File: config.mk
export PLATFORM = sky130hd
export DESIGN_NAME = arm_thumb_branch_literal_predecode
export DESIGN_NICKNAME = d
export VERILOG_FILES = /design/src/atblpd_pkg.sv /design/src/arm_thumb_branch_literal_predecode.sv /design/src/atblpd_decode.sv
export SDC_FILE = /design/constraint.sdc
export NUM_CORES = 1
export LEC_CHECK = 0
export BUFFER_PORTS_ARGS = -buffer_cell sky130_fd_sc_hd__buf_2
export CORE_MARGIN = 1.5
export CORE_UTILIZATION = 60
export CTS_BUF_LIST = sky130_fd_sc_hd__clkbuf_4 sky130_fd_sc_hd__clkbuf_8 sky130_fd_sc_hd__clkbuf_16
export CTS_CLUSTER_SIZE = 30
export DETAILED_ROUTE_END_ITERATION = 8
export GPL_TIMING_DRIVEN = 0
export PLACE_DENSITY = 0.81
export SLEW_MARGIN = 40
export SYNTH_ARGS = -nofsm -noshare
export SYNTH_HDL_FRONTEND = slang
export SYNTH_SLANG_ARGS = --single-unit
File: constraint.sdc
create_clock -name clock -period 6.6 [get_ports clock]
set_input_delay 1.32 -clock clock [delete_from_list [all_inputs] [get_ports clock]]
set_output_delay 1.32 -clock clock [all_outputs]
set_load 0.05 [all_outputs]
File: src/atblpd_pkg.sv
// ----------------------------------------------------------------------------
// atblpd_pkg
// Shared kind codes and stage types for the branch/literal predecoder.
// ----------------------------------------------------------------------------
package atblpd_pkg;

   localparam logic [1:0] T16_NONE    = 2'd0;
   localparam logic [1:0] T16_BRANCH  = 2'd1;
   localparam logic [1:0] T16_LITERAL = 2'd2;

   localparam logic [1:0] T32_NONE = 2'd0;
   localparam logic [1:0] T32_BL   = 2'd1;
   localparam logic [1:0] T32_BLX  = 2'd2;

   localparam logic [2:0] ARM_NONE       = 3'd0;
   localparam logic [2:0] ARM_BRANCH     = 3'd1;
   localparam logic [2:0] ARM_BLX        = 3'd2;
   localparam logic [2:0] ARM_LITERAL    = 3'd3;
   localparam logic [2:0] ARM_LITERAL_PC = 3'd4;

   // Decoded operands: target = base + offset (ARM may subtract).
   typedef struct packed {
      logic [1:0]  t16_kind;
      logic [31:0] t16_base;
      logic [31:0] t16_off;
      logic [1:0]  t32_kind;
      logic [31:0] t32_base;
      logic [31:0] t32_off;
      logic [2:0]  arm_kind;
      logic        arm_sub;
      logic [31:0] arm_base;
      logic [31:0] arm_off;
   } decode_type;

   // Summed targets, before final alignment and zeroing.
   typedef struct packed {
      logic [1:0]  t16_kind;
      logic [31:0] t16_sum;
      logic [1:0]  t32_kind;
      logic [31:0] t32_sum;
      logic [2:0]  arm_kind;
      logic [31:0] arm_sum;
   } sum_type;

endpackage

File: src/arm_thumb_branch_literal_predecode.sv
// ----------------------------------------------------------------------------
// arm_thumb_branch_literal_predecode
// Three-stage predecoder of Thumb-16, Thumb-32 and ARM branch/literal targets.
// ----------------------------------------------------------------------------
// Usage:
//   The req_ channel carries one instruction address and four little-endian
//   instruction bytes per transfer. The rsp_ channel returns one result per
//   request: a kind and a target for each of the three views, in order.
//   rsp_valid rises once the request has passed the stage 1 and stage 2
//   registers into the output register. A new request can transfer every
//   cycle while responses are taken, so throughput is one item per cycle.
//   Stage 1 matches the opcode patterns and forms base and offset, stage 2
//   does the target add (one 32-bit adder per view), stage 3 aligns BLX
//   targets, zeroes targets of views that did not match, and is the output
//   register.
//   Each stage has a valid bit and advances when it is empty or the stage
//   after it advances; a stalled receiver holds the output and back-pressure
//   fills the pipe, so up to three items wait inside before req_ready drops.
//   Reset clears all valid bits; payload registers are not reset.
// ----------------------------------------------------------------------------
module arm_thumb_branch_literal_predecode
   import atblpd_pkg::*;
(
   input  logic        clock,
   input  logic        reset,
   input  logic        req_valid,
   output logic        req_ready,
   input  logic [31:0] req_instr_address,
   input  logic [31:0] req_instr_word,
   output logic        rsp_valid,
   input  logic        rsp_ready,
   output logic [1:0]  rsp_thumb16_kind,
   output logic [31:0] rsp_thumb16_target,
   output logic [1:0]  rsp_thumb32_kind,
   output logic [31:0] rsp_thumb32_target,
   output logic [2:0]  rsp_arm_kind,
   output logic [31:0] rsp_arm_target
);

   decode_type dec_in, dec_ff;
   sum_type    sum_in, sum_ff;
   logic       v1_ff, v2_ff, v3_ff;
   logic       adv1, adv2, adv3;

   logic [1:0]  t16_kind_ff, t32_kind_ff;
   logic [2:0]  arm_kind_ff;
   logic [31:0] t16_tgt_ff, t32_tgt_ff, arm_tgt_ff;
   logic [31:0] t16_tgt_in, t32_tgt_in, arm_tgt_in;

   // A stage advances when it is empty or its successor advances.
   assign adv3      = !v3_ff || rsp_ready;
   assign adv2      = !v2_ff || adv3;
   assign adv1      = !v1_ff || adv2;
   assign req_ready = adv1;

   // Stage 1: pattern decode
   atblpd_decode u_decode (
      .instr_address (req_instr_address),
      .instr_word    (req_instr_word),
      .dec           (dec_in)
   );

   // Stage 2: target adds
   always_comb begin
      sum_in.t16_kind = dec_ff.t16_kind;
      sum_in.t16_sum  = dec_ff.t16_base + dec_ff.t16_off;
      sum_in.t32_kind = dec_ff.t32_kind;
      sum_in.t32_sum  = dec_ff.t32_base + dec_ff.t32_off;
      sum_in.arm_kind = dec_ff.arm_kind;
      // subtract as add of the inverted offset with carry in
      sum_in.arm_sum  = dec_ff.arm_base + (dec_ff.arm_off ^ {32{dec_ff.arm_sub}})
                      + {31'd0, dec_ff.arm_sub};
   end

   // Stage 3: align BLX, drop targets of views that did not match
   always_comb begin
      t16_tgt_in = (sum_ff.t16_kind == T16_NONE) ? 32'd0 : sum_ff.t16_sum;
      case (sum_ff.t32_kind)
         T32_BL:  t32_tgt_in = sum_ff.t32_sum;
         T32_BLX: t32_tgt_in = {sum_ff.t32_sum[31:2], 2'b00};
         default: t32_tgt_in = 32'd0;
      endcase
      arm_tgt_in = (sum_ff.arm_kind == ARM_NONE) ? 32'd0 : sum_ff.arm_sum;
   end

   // Valid bits
   always_ff @(posedge clock) begin
      if (reset) begin
         v1_ff <= 1'b0;
         v2_ff <= 1'b0;
         v3_ff <= 1'b0;
      end else begin
         if (adv1) v1_ff <= req_valid;
         if (adv2) v2_ff <= v1_ff;
         if (adv3) v3_ff <= v2_ff;
      end
   end

   // Payload registers; hold while the stage stalls
   always_ff @(posedge clock) begin
      if (adv1) begin
         dec_ff <= dec_in;
      end
      if (adv2) begin
         sum_ff <= sum_in;
      end
      if (adv3) begin
         t16_kind_ff <= sum_ff.t16_kind;
         t16_tgt_ff  <= t16_tgt_in;
         t32_kind_ff <= sum_ff.t32_kind;
         t32_tgt_ff  <= t32_tgt_in;
         arm_kind_ff <= sum_ff.arm_kind;
         arm_tgt_ff  <= arm_tgt_in;
      end
   end

   assign rsp_valid          = v3_ff;
   assign rsp_thumb16_kind   = t16_kind_ff;
   assign rsp_thumb16_target = t16_tgt_ff;
   assign rsp_thumb32_kind   = t32_kind_ff;
   assign rsp_thumb32_target = t32_tgt_ff;
   assign rsp_arm_kind       = arm_kind_ff;
   assign rsp_arm_target     = arm_tgt_ff;

endmodule

File: src/atblpd_decode.sv
// ----------------------------------------------------------------------------
// atblpd_decode
// Pattern match of the three views; produces kind, base and offset for each.
// ----------------------------------------------------------------------------
module atblpd_decode
   import atblpd_pkg::*;
(
   input  logic [31:0] instr_address,
   input  logic [31:0] instr_word,
   output decode_type  dec
);

   logic [15:0] first_hw;
   logic [15:0] second_hw;
   logic [31:0] addr_p4;
   logic [31:0] addr_p8;

   assign first_hw  = instr_word[15:0];
   assign second_hw = instr_word[31:16];
   assign addr_p4   = instr_address + 32'd4;
   assign addr_p8   = instr_address + 32'd8;

   always_comb begin
      dec = '0;

      // Thumb 16-bit view
      dec.t16_base = addr_p4;
      if (!instr_address[0]) begin
         if (first_hw[15:11] == 5'b11100) begin
            dec.t16_kind = T16_BRANCH;
            dec.t16_off  = {{20{first_hw[10]}}, first_hw[10:0], 1'b0};
         end else if (first_hw[15:12] == 4'b1101) begin
            dec.t16_kind = T16_BRANCH;
            dec.t16_off  = {{23{first_hw[7]}}, first_hw[7:0], 1'b0};
         end else if (first_hw[15:11] == 5'b01001) begin
            dec.t16_kind = T16_LITERAL;
            dec.t16_base = {addr_p4[31:2], 2'b00};
            dec.t16_off  = {22'd0, first_hw[7:0], 2'b00};
         end
      end

      // Thumb 32-bit view; the two offset fields do not overlap
      dec.t32_base = addr_p4;
      dec.t32_off  = {{9{first_hw[10]}}, first_hw[10:0], second_hw[10:0], 1'b0};
      if (!instr_address[0] && first_hw[15:11] == 5'b11110) begin
         if (second_hw[15:11] == 5'b11101) begin
            dec.t32_kind = T32_BLX;
         end else if (second_hw[15:11] == 5'b11111) begin
            dec.t32_kind = T32_BL;
         end
      end

      // ARM view
      dec.arm_base = addr_p8;
      if (instr_address[1:0] == 2'b00) begin
         if (instr_word[31:25] == 7'b1111101) begin
            dec.arm_kind = ARM_BLX;
            dec.arm_off  = {{6{instr_word[23]}}, instr_word[23:0], instr_word[24], 1'b0};
         end else if (instr_word[27:25] == 3'b101) begin
            dec.arm_kind = ARM_BRANCH;
            dec.arm_off  = {{6{instr_word[23]}}, instr_word[23:0], 2'b00};
         end else if (instr_word[27:25] == 3'b010 && instr_word[19:16] == 4'hF) begin
            dec.arm_kind = (instr_word[15:12] == 4'hF) ? ARM_LITERAL_PC : ARM_LITERAL;
            dec.arm_sub  = !instr_word[23];
            dec.arm_off  = {20'd0, instr_word[11:0]};
         end
      end
   end

endmodule
Yosys cells after proc, flatten, opt, wreduce, memory -nomap -nowiden

Cells that the tools add are included.

Flip-flop bits (word level): 399
Bits of input ports: 68
Word-level logic and storage cells: 89

$add $sub $neg: 6
Equality and inequality tests: 13
Mux-type cells: 18
Bitwise gates (word level): 4
Reduce and logical (&&, ||, !) cells: 17

Operators with widths:

| operator                                                               | number |
|---|---|
| 32-bit two-way mux                                                     | 6 |
| 32-bit adder                                                           | 3 |
| 66-bit two-way mux                                                     | 1 |
| 64-bit two-way mux                                                     | 1 |
| 32-bit case mux with 2 select lines                                    | 1 |
| 32-bit by 1-bit adder with 32-bit output                               | 1 |
| 32-bit by 3-bit adder with 32-bit output (second input constant)       | 1 |
| 32-bit by 4-bit adder with 32-bit output (second input constant)       | 1 |
| 32-bit bitwise XOR                                                     | 1 |
| 5-bit equality test (second input constant)                            | 4 |
| 4-bit equality test (second input constant)                            | 3 |
| 12-bit two-way mux                                                     | 1 |
| 7-bit equality test (second input constant)                            | 1 |
| 2-bit two-way mux                                                      | 3 |
| 3-bit two-way mux                                                      | 2 |
| 5-bit by 4-bit equality test with 1-bit output (second input constant) | 1 |
| 1-bit logical NOT                                                      | 5 |
| 2-bit logical NOT                                                      | 2 |
| 2-bit OR reduction                                                     | 2 |
| 4-bit OR reduction                                                     | 1 |
| 3-bit by 2-bit equality test with 1-bit output (second input constant) | 1 |
| 3-bit equality test (second input constant)                            | 1 |
| 3-bit logical NOT                                                      | 1 |
| 1-bit logical OR                                                       | 3 |
| other kinds (6)                                                        | 11 |

Logic depth before layout (Yosys ltp)

Depth in word-level cells: 5
Depth in mapped cells: 14

Modules after synthesis

Synthesis repeated with hierarchy kept, for this count alone.

Cells, all modules: 1616
Area total of the unflattened synthesis: 20703.6 µm²

Modules (own cells, without submodules):

| module                             | times used | cells each | area each (µm²) |
|---|---|---|---|
| arm_thumb_branch_literal_predecode | 1          | 1284       | 18383.9 |
| atblpd_decode                      | 1          | 332        | 2319.7 |

Worst setup path after synthesis

OpenSTA, ideal clock, no wires.

Path kind: in2out
Start point: input rsp_ready
End point: output req_ready
Arrival time: 4.617 ns
Required time: 5.280 ns
Slack: 0.663 ns
Stages: 3
Path buffers: 0
Cells stage by stage: nor2b_1 and2_1 nand2_1

Cells in the longest elaborated chain, start to end: 3

RTL lines:

| what             | RTL line                                 | text |
|---|---|---|
| from (decl)      | arm_thumb_branch_literal_predecode.sv:31 | `input logic rsp_ready,` |
| 1-bit logical OR | arm_thumb_branch_literal_predecode.sv:51 | `assign adv3 = !v3_ff \|\| rsp_ready;` |
| 1-bit logical OR | arm_thumb_branch_literal_predecode.sv:52 | `assign adv2 = !v2_ff \|\| adv3;` |
| 1-bit logical OR | arm_thumb_branch_literal_predecode.sv:53 | `assign adv1 = !v1_ff \|\| adv2;` |
| to (decl)        | arm_thumb_branch_literal_predecode.sv:27 | `output logic req_ready,` |

Every way passes these cells.

Worst setup path in the final report

Same ends and word-level chain as after synthesis.

==> impl_metrics.tcl <==
set metrics [dict create \
    run_status "complete, no violations" \
    holdWs_ps 428 \
    cts_resized 0 \
    p_leak_nw 8.83 \
    drive_gt1_share_pct 15.9 \
    drc 0 \
    cpMaxStageDelayCell "and2_1" \
    slew_headroom_pct 44.2 \
    core_area_sq_um 28000 \
    wl_um 37900 \
    dp_slack_ps 2090 \
    p_int_mw 4.02 \
    syn-num-nets 1526 \
    antenna_found_initial 4 \
    vdd.ir_drop.worst_mv 0.174 \
    crit_buf_inv 4 \
    crit_chain "buf_2 -> nor2b_1 -> and2_1 -> nand2_4 -> buf_12 -> buf_12 -> buf_2" \
    clkPwrFrac_pct 40.9 \
    fin_ws_ps 2080 \
    drt_pass1_iterations 5 \
    cts_hold_buf 0 \
    clock-sinks 340 \
    viasPerCell 5.72 \
    fp-row-count 61 \
    hpwl_um 28100 \
    yosys_warnings 0 \
    cts_max_path_buffers 3 \
    ys.flop_type "edfxtp_1" \
    drtAntennaViolNets 0 \
    async_reset_ff_share_pct 0 \
    cp_top_family "simple AND/OR/NAND/NOR gates" \
    switching_power_mw 1.23 \
    area_growth_pct 16.0 \
    htree_levels 2 \
    sequentialPowerShare_pct 49.0 \
    hold_violations 0 \
    clkLatencyLatePin_ps 530 \
    cts_root_buffer "clkbuf_16" \
    fp.dieH_um 172 \
    finalMaxSlewViolations 0 \
    place_congestion 0.876 \
    critPathLaunchType "primary input" \
    tns_ps 0 \
    worstMarginPinSlew_ps 815 \
    grt_pass1_vias 10961 \
    synth.distinct_cells 62 \
    rsz0062_at_grt "false" \
    crit_arrival_ps 3200 \
    netlist_area_sq_um 17200 \
    overflow 0 \
    min_period_ps 4520 \
    power_frac_comb_pct 10.1 \
    cts_buffers 38 \
    ys_ff_latch 340 \
    post-cts-setup-buffer-count 0 \
    dieArea_sq_um 29700 \
    gr-usage-all-layers_pct 25.9 \
    cpPeakStageDelay_ps 390 \
    dp.cells 1909 \
    via_count 11330 \
    io_pins 173 \
    synth-seq-area-share_pct 59.2 \
    switching_share_pct 23.5 \
    maxCapViolCount 0 \
    synth_edf_count 337 \
    cts_tree "built" \
    path_max_fanout 41 \
    crit_type "in2out" \
    final.setup_skew_ps 19.3 \
    drtIter0Drc 810 \
    worstSetupEndpointType "output pin" \
    fin_crit_sh_pct 68.5 \
    required_ps 5280 \
    fmax_mhz 221 \
    clk_pin_slew_ps 60 \
    grt_max_degree 73 \
    stdcell_count 1980 \
    utilization_pct 71.2 \
    die_w_um 172 \
    syn_inst 1358 \
    wl_per_cell_um 19.1 \
    min-delay-path-class "reg2reg" \
    p_per_area_nw_per_um2 263 \
    grt_pass1_wl_um 57800 \
    portBuffers 168 \
    syn_area_per_cell_sq_um 12.7 \
    nNetsFinal 1739 \
    start_util_pct 61.4 \
    setup_viol 0 \
]
## layout make-up
class,count,area (sq um)
well taps,378,473
diodes,4,10.0
flip-flops and latches,340,10200
plain buffers,37,146
clock buffers,41,973
repair buffers,173,956
clock inverters,26,300
fillers,1962,8060
multi-input cells,952,6790
inverters,29,121
## worst paths after layout
path / start / endpoint / slack [ps] / cells past startpoint
min reg2reg: dec_ff[65]$_SDFFCE_PP0P_ / sum_ff[32]$_DFFE_PP_ / 430 / 0
max reg2reg: dec_ff[64]$_SDFFCE_PP0P_ / sum_ff[28]$_DFFE_PP_ / 2100 / 13
max: rsp_ready / req_ready / 2080 / 7
min: dec_ff[65]$_SDFFCE_PP0P_ / sum_ff[32]$_DFFE_PP_ / 430 / 0
## registers in the layout, indices dropped and copies added (netlist names)
register and flops:
dec_ff 131, rsp_arm_kind 3, rsp_arm_target 32, rsp_thumb16_kind 2
rsp_thumb16_target 32, rsp_thumb32_kind 2, rsp_thumb32_target 32, rsp_valid 1
sum_ff 103, v1_ff 1, v2_ff 1
## cells in the final DEF (no fill, tap or decap), types with 5 or more instances in the layout
cell type	n
edfxtp_1	337
buf_2	168
ha_1	97
xnor2_1	95
a21oi_1	86
nand2_1	85
nor2b_1	78
nor2_1	78
xor2_1	70
a21o_1	60
and2_1	59
clkbuf_16	38
clkbuf_1	36
nand3_1	35
o21ai_0	30
inv_1	27
a22o_1	17
o21bai_1	15
nand4_1	13
nand2b_1	11
nor3_1	10
o21a_1	10
and3_1	9
a31oi_1	7
clkinv_2	7
clkinv_1	7
and4_1	6
bufinv_16	6
o211ai_1	5
## cell families (layout without fill, tap and decap cells)
kind of cell               after synthesis  after routing  synth area share, %
other                                    0              4                    0
AOI/OAI and AO/OA                      283            283                 11.3
muxes                                    1              1               0.0655
and+or+nand+nor                        402            402                 12.1
adders and majority gates              100            100                 7.40
buffers and inverters                   66            306                 1.48
DFF                                    340            340                 59.2
xor gates and xnor gates               166            166                 8.45
## per-layer routing
metal	global-route usage, %	vias up	part of all wire [%]
li1	-	5452	-
met1	34.1	5406	42
met2	43.2	394	48
met3	5.45	74	7.3
met4	8.17	4	2.5
met5	0	-	0.069
## per-stage QoR
stage,instance area [sq um],power (mW)
4_1_cts,19900,5.29
2_1_floorplan,17200,2.98
6_report,20000,5.26
3_3_place_gp,18500,3.13
5_1_grt,19900,5.43
3_5_place_dp,18700,3.14
## power by group through the flow
stage | Combinational, mW | Clock, mW | Sequential (mW)
2_1_floorplan | 0.290 | 0 | 2.69
3_3_place_gp | 0.516 | 0 | 2.62
3_5_place_dp | 0.524 | 0 | 2.62
4_1_cts | 0.528 | 2.18 | 2.58
5_1_grt | 0.576 | 2.26 | 2.59
6_report | 0.530 | 2.15 | 2.57
## cells in the mapped netlist, drive strengths merged (13+ instances only)
cell type  instances  area, sq um
nand2             86          323
clkbuf            36          135
edfxtp           337        10100
a21o              60          450
o21bai            15          113
xor2              71          622
a22o              17          149
xnor2             95          832
nand4             13         81.3
inv               29          109
nand3             35          175
nor2              78          293
nor2b             78          488
and2              59          369
ha                97         1210
o21ai             30          150
a21oi             87          439
(Power assumes the default switching activity.)
